File: config.mk
export PLATFORM = sky130hd
export DESIGN_NAME = lpff_ctrl
export DESIGN_NICKNAME = d
export VERILOG_FILES = /design/src/hdl/lpff_pkg.sv /design/src/hdl/lpff_ctrl.sv
export SDC_FILE = /design/constraint.sdc
export NUM_CORES = 1
export LEC_CHECK = 0
export BUFFER_PORTS_ARGS = -buffer_cell sky130_fd_sc_hd__buf_4
export CAP_MARGIN = 20
export CORE_AREA = 2 2 39 41
export DETAILED_ROUTE_END_ITERATION = 12
export DIE_AREA = 0 0 41 43
export GPL_TIMING_DRIVEN = 0
export HOLD_SLACK_MARGIN = 0.05
export PLACE_DENSITY = 0.64
export SYNTH_ARGS = -nofsm -noshare
export SYNTH_HDL_FRONTEND = slang
export SYNTH_SLANG_ARGS = --single-unit
File: constraint.sdc
create_clock -name i_clk -period 1.1 [get_ports i_clk]
set_input_delay 0.22 -clock i_clk [delete_from_list [all_inputs] [get_ports i_clk]]
set_output_delay 0.22 -clock i_clk [all_outputs]
set_load 0.02 [all_outputs]
File: src/hdl/lpff_pkg.sv
`default_nettype none

package lpff_pkg;

    localparam int DEF_CAPACITY     = 4096;
    localparam int DEF_HEADER_BYTES = 6;

    localparam int OPCODE_W = 2;
    localparam int DATA_W   = 8;
    localparam int CHUNK_W  = 13;
    localparam int STATUS_W = 3;
    localparam int FILL_W   = 13;

    // the payload length sits in header bytes 2 to 5, little endian
    localparam int LEN_OFFSET = 2;
    localparam int LEN_BYTES  = 4;
    localparam int LEN_W      = 8 * LEN_BYTES;

    localparam logic [OPCODE_W-1:0] OP_RESERVE = 2'd0;
    localparam logic [OPCODE_W-1:0] OP_PUSH    = 2'd1;
    localparam logic [OPCODE_W-1:0] OP_PULL    = 2'd2;

    localparam logic [STATUS_W-1:0] ST_RESERVED     = 3'd0;
    localparam logic [STATUS_W-1:0] ST_RES_REFUSED  = 3'd1;
    localparam logic [STATUS_W-1:0] ST_STORED       = 3'd2;
    localparam logic [STATUS_W-1:0] ST_PUSH_REFUSED = 3'd3;
    localparam logic [STATUS_W-1:0] ST_DELIVERED    = 3'd4;
    localparam logic [STATUS_W-1:0] ST_NO_FRAME     = 3'd5;

    typedef struct packed {
        logic       capture;
        logic       rd_en;
        logic       rd_len;
        logic [1:0] rd_idx;
        logic       len_capture;
        logic [1:0] cap_idx;
        logic       frame_set;
        logic       finish;
    } t_ctl_cmd;

    typedef struct packed {
        logic [OPCODE_W-1:0] op;
        logic                hdr_needed;
        logic                frame_active;
        logic                len_fits;
        logic                out_free;
    } t_dp_sts;

endpackage

`default_nettype wire

File: src/hdl/lpff_ctrl.sv
`default_nettype none

module lpff_ctrl (
    input  wire logic               i_clk,
    input  wire logic               i_rst_n,
    input  wire logic               i_in_valid,
    output logic                    o_in_ready,
    input  wire lpff_pkg::t_dp_sts  i_sts,
    output lpff_pkg::t_ctl_cmd      o_cmd
);

    typedef enum logic [2:0] {
        S_IDLE,
        S_EXEC,
        S_LEN,
        S_CHECK,
        S_DONE
    } t_state;

    localparam logic [1:0] LAST_IDX = 2'(lpff_pkg::LEN_BYTES - 1);

    t_state     r_state, n_state;
    logic [1:0] r_idx, n_idx;

    always_comb begin
        n_state           = r_state;
        n_idx             = r_idx;
        o_cmd             = '0;
        o_in_ready        = 1'b0;
        case (r_state)
            S_IDLE: begin
                o_in_ready    = 1'b1;
                o_cmd.capture = i_in_valid;
                if (i_in_valid) begin
                    n_state = S_EXEC;
                end
            end
            S_EXEC: begin
                if (i_sts.op == lpff_pkg::OP_PULL && i_sts.hdr_needed) begin
                    // frame start: fetch the length bytes first
                    o_cmd.rd_en  = 1'b1;
                    o_cmd.rd_len = 1'b1;
                    o_cmd.rd_idx = '0;
                    n_idx        = '0;
                    n_state      = S_LEN;
                end else if (i_sts.op == lpff_pkg::OP_PULL && i_sts.frame_active) begin
                    o_cmd.rd_en = 1'b1;
                    n_state     = S_DONE;
                end else if (i_sts.out_free) begin
                    o_cmd.finish = 1'b1;
                    n_state      = S_IDLE;
                end
            end
            S_LEN: begin
                o_cmd.len_capture = 1'b1;
                o_cmd.cap_idx     = r_idx;
                if (r_idx == LAST_IDX) begin
                    n_state = S_CHECK;
                end else begin
                    o_cmd.rd_en  = 1'b1;
                    o_cmd.rd_len = 1'b1;
                    o_cmd.rd_idx = r_idx + 1'b1;
                    n_idx        = r_idx + 1'b1;
                end
            end
            S_CHECK: begin
                if (i_sts.len_fits) begin
                    o_cmd.frame_set = 1'b1;
                    o_cmd.rd_en     = 1'b1;
                end
                n_state = S_DONE;
            end
            S_DONE: begin
                if (i_sts.out_free) begin
                    o_cmd.finish = 1'b1;
                    n_state      = S_IDLE;
                end
            end
            default: begin
                n_state = S_IDLE;
            end
        endcase
    end

    always_ff @(posedge i_clk) begin
        if (!i_rst_n) begin
            r_state <= S_IDLE;
            r_idx   <= '0;
        end else begin
            r_state <= n_state;
            r_idx   <= n_idx;
        end
    end

endmodule

`default_nettype wire

==> metrics.txt <==
setup ws final=-0.4887 ns; uppermost layer routed=met4; DIE AREA=1763 µm²; Initial DRC Count=9; total CTS buffers=3; Synth Area in Adders=0.03145; Post-Synth XOR/XNOR Area=0; Worst IR Drop VDD=0.0003865 V; R2R Path End=r_idx[0]; R2R setup slack=-0.31 ns; vias in the first global route=405; final global-route overflow total=0; I/O Buffers=18; WP data arrival=1.37 ns; Root Buffer=clkbuf_4; Via Count=467; Crit path required time=0.88 ns; Post-Synth Simple-Gate Area=0.4780; core area=1384 µm²; clk sinks=5; Compound-Gate Fraction of Synth Area=0.1667; Synth cell types=28; Finish-stage setup viols=13; Initial Util=0.2875; leakage power=0.3488 nW; wire per inst=11.39 µm; first-pass GRT wire length=1.711 mm; Die Height=43 µm; clock buffer depth=2; max_cap viols=0; Min-Delay Path Depth=4; CP Max Fanout=4; type of the worst min-delay path=in -> reg; P per Cell Area=702.5 nW/µm²; period utilization=1.444; critical path endpoint category=primary output; hold_ws=0.2508 ns; Worst-Skew Late Latency=0.25 ns; Clock Skews=0.003885 ns; P&R area growth vs syn=106.3%; Pwr Total=0.0005766 W; ANT cells=0; element type at the critical path start=flip-flop; WHS Endpoint=r_state[2]; hold_sp=i_sts[0]; pre-CTS setup slack=-0.4154 ns; Cell Count, Final, Fillers Out=99; GRT Total Usage=0.1440; min cycle time layout=1.589 ns; multiplexer share of the synthesized area=0.02516; Synth Register Bits=5; WL met1=475 µm; RSZ-0062 raised after global routing=yes; Hold Fails Final Rpt=0; Mean Syn Cell Area=8.120 µm²; # nets final=94; IO Pins=20; drt pass-1 iters=3; DRT antenna net count=0; Worst Max-Slew Pin Slew=0.3413 ns; setup_tns=-4.578 ns; post-synthesis sequential area ratio=0.2516; largest family of logic cells by synthesized area=simple AND/OR/NAND/NOR gates; status=complete, but fails checks; WL met2=577 µm; R2R depth=7; Row Count=14; CTS tree=done; total wire length=1.128 mm; Cells after Synth=49; CTS clock-pin slew for the worst setup and hold paths=0.04 ns; post-synthesis cell area=397.9 µm²; initial antenna violation count=0; layout cell share with drive strength beyond 1=0.6747; wire length on met3=59 µm; DRC=0; Slew HR=0.7725; achievable frequency=0.6295 GHz; CP Class=reg -> out; placed cells=83; synthesis warning total=0; Placer Congestion=0.7517; reg-to-reg startpoint=r_idx[0]; final slew viol count=0; Mapped Nets=59; Vias/cell=4.717; pin count of the biggest net entering global routing=9; failing checks=setup timing; die width=41 µm; CTS H-tree depth=1
[flip-flops by register name, summed over array words and instances, names as in the netlist]
signal / count
r_idx: 2
r_state: 3
[stage by stage]
stage | area [µm²] | utilization
final | 820.8 | 0.5931
after floorplan | 471.7 | -
after detailed placement | 626.9 | 0.4530
after CTS | 777.0 | 0.5615
after global placement | 626.9 | 0.4530
after global routing | 820.8 | 0.5931
[cell families (layout without fill, tap and decap cells)]
family | count (synthesis) | count (layout)
flops | 5 | 5
mux | 1 | 1
fa+ha+maj | 1 | 1
buf+inv | 4 | 38
simple gates | 28 | 28
compound gates | 10 | 10
[area by class of cell]
type	instances	area, µm²
multi-input combinational	40	352.8
sequential	5	116.4
clock buffer	4	26.28
inverter	2	12.51
fill	123	563.0
timing repair buffer	31	289.0
buffer	1	3.754
tap	16	20.02
[layout by cell type (no fill, tap or decap), types with 2 or more instances in the layout]
cell type,netlist,layout
buf_4,1,16
buf_6,0,15
nand2_1,5,5
dfxtp_4,0,4
nand2b_1,3,3
nor2_1,3,3
and2_4,0,3
clkbuf_4,0,3
nor2b_4,1,2
nor3_4,0,2
or2_1,2,2
clkbuf_1,1,2
[how the worst max path moves through the flow]
stage | slack, ns | startpoint | endpoint
floorplan | -0.26 | r_idx[0] | o_cmd[8]
CTS | -0.51 | r_idx[0] | o_cmd[5]
detailed placement | -0.42 | r_idx[0] | o_cmd[5]
global placement | -0.40 | r_idx[0] | o_cmd[5]
global route | -0.58 | r_idx[1] | o_cmd[5]
finish | -0.49 | r_state[0] | o_cmd[8]
[synth_stat cells, drive strengths merged]
library cell,number,share of area
a21oi,2,0.025
nor2b,3,0.066
and4,1,0.028
and3,1,0.028
a31oi,1,0.016
buf,1,0.019
inv,2,0.019
nor4b,2,0.082
o21a,1,0.019
a311o,1,0.025
o31ai,2,0.038
clkbuf,1,0.0094
nand2,5,0.047
and2,4,0.063
mux2i,1,0.025
nand3,1,0.013
dfxtp,5,0.25
ha,1,0.031
nand2b,3,0.047
or2,2,0.031
nor2,3,0.028
nand3b,1,0.019
o21ai,2,0.025
o211ai,1,0.019
nor3,2,0.025
[per-layer routing]
metal	track usage	vias to the layer above
met5	0	-
met4	0.08000	0
met3	0.03665	2
met2	0.2094	17
met1	0.1851	207
li1	-	241
[timing repair]
action / in CTS / in global routing
resized for setup: 16 / 6
buffers inserted: 9 / 4
pin swaps: 5 / 5
hold buffers: 0 / 0
setup endpoints to repair: 13 / 15
[critical path, stage by stage (launching register included)]
cell	delay, ns
dfxtp_4	0.36
nor2b_4	0.14
and3_4	0.17
a311o_1	0.32
buf_6	0.14
[power by group]
group	switching, W	total [W]	leakage [nW]	internal, W
Combinational	0.0000728	0.000169	0.290	0.0000960
Clock	0.0000804	0.000218	0.0150	0.000137
Sequential	0.00000941	0.000190	0.0441	0.000181
Total	0.000163	0.000577	0.349	0.000414
Power figures use the tool's default switching activity.
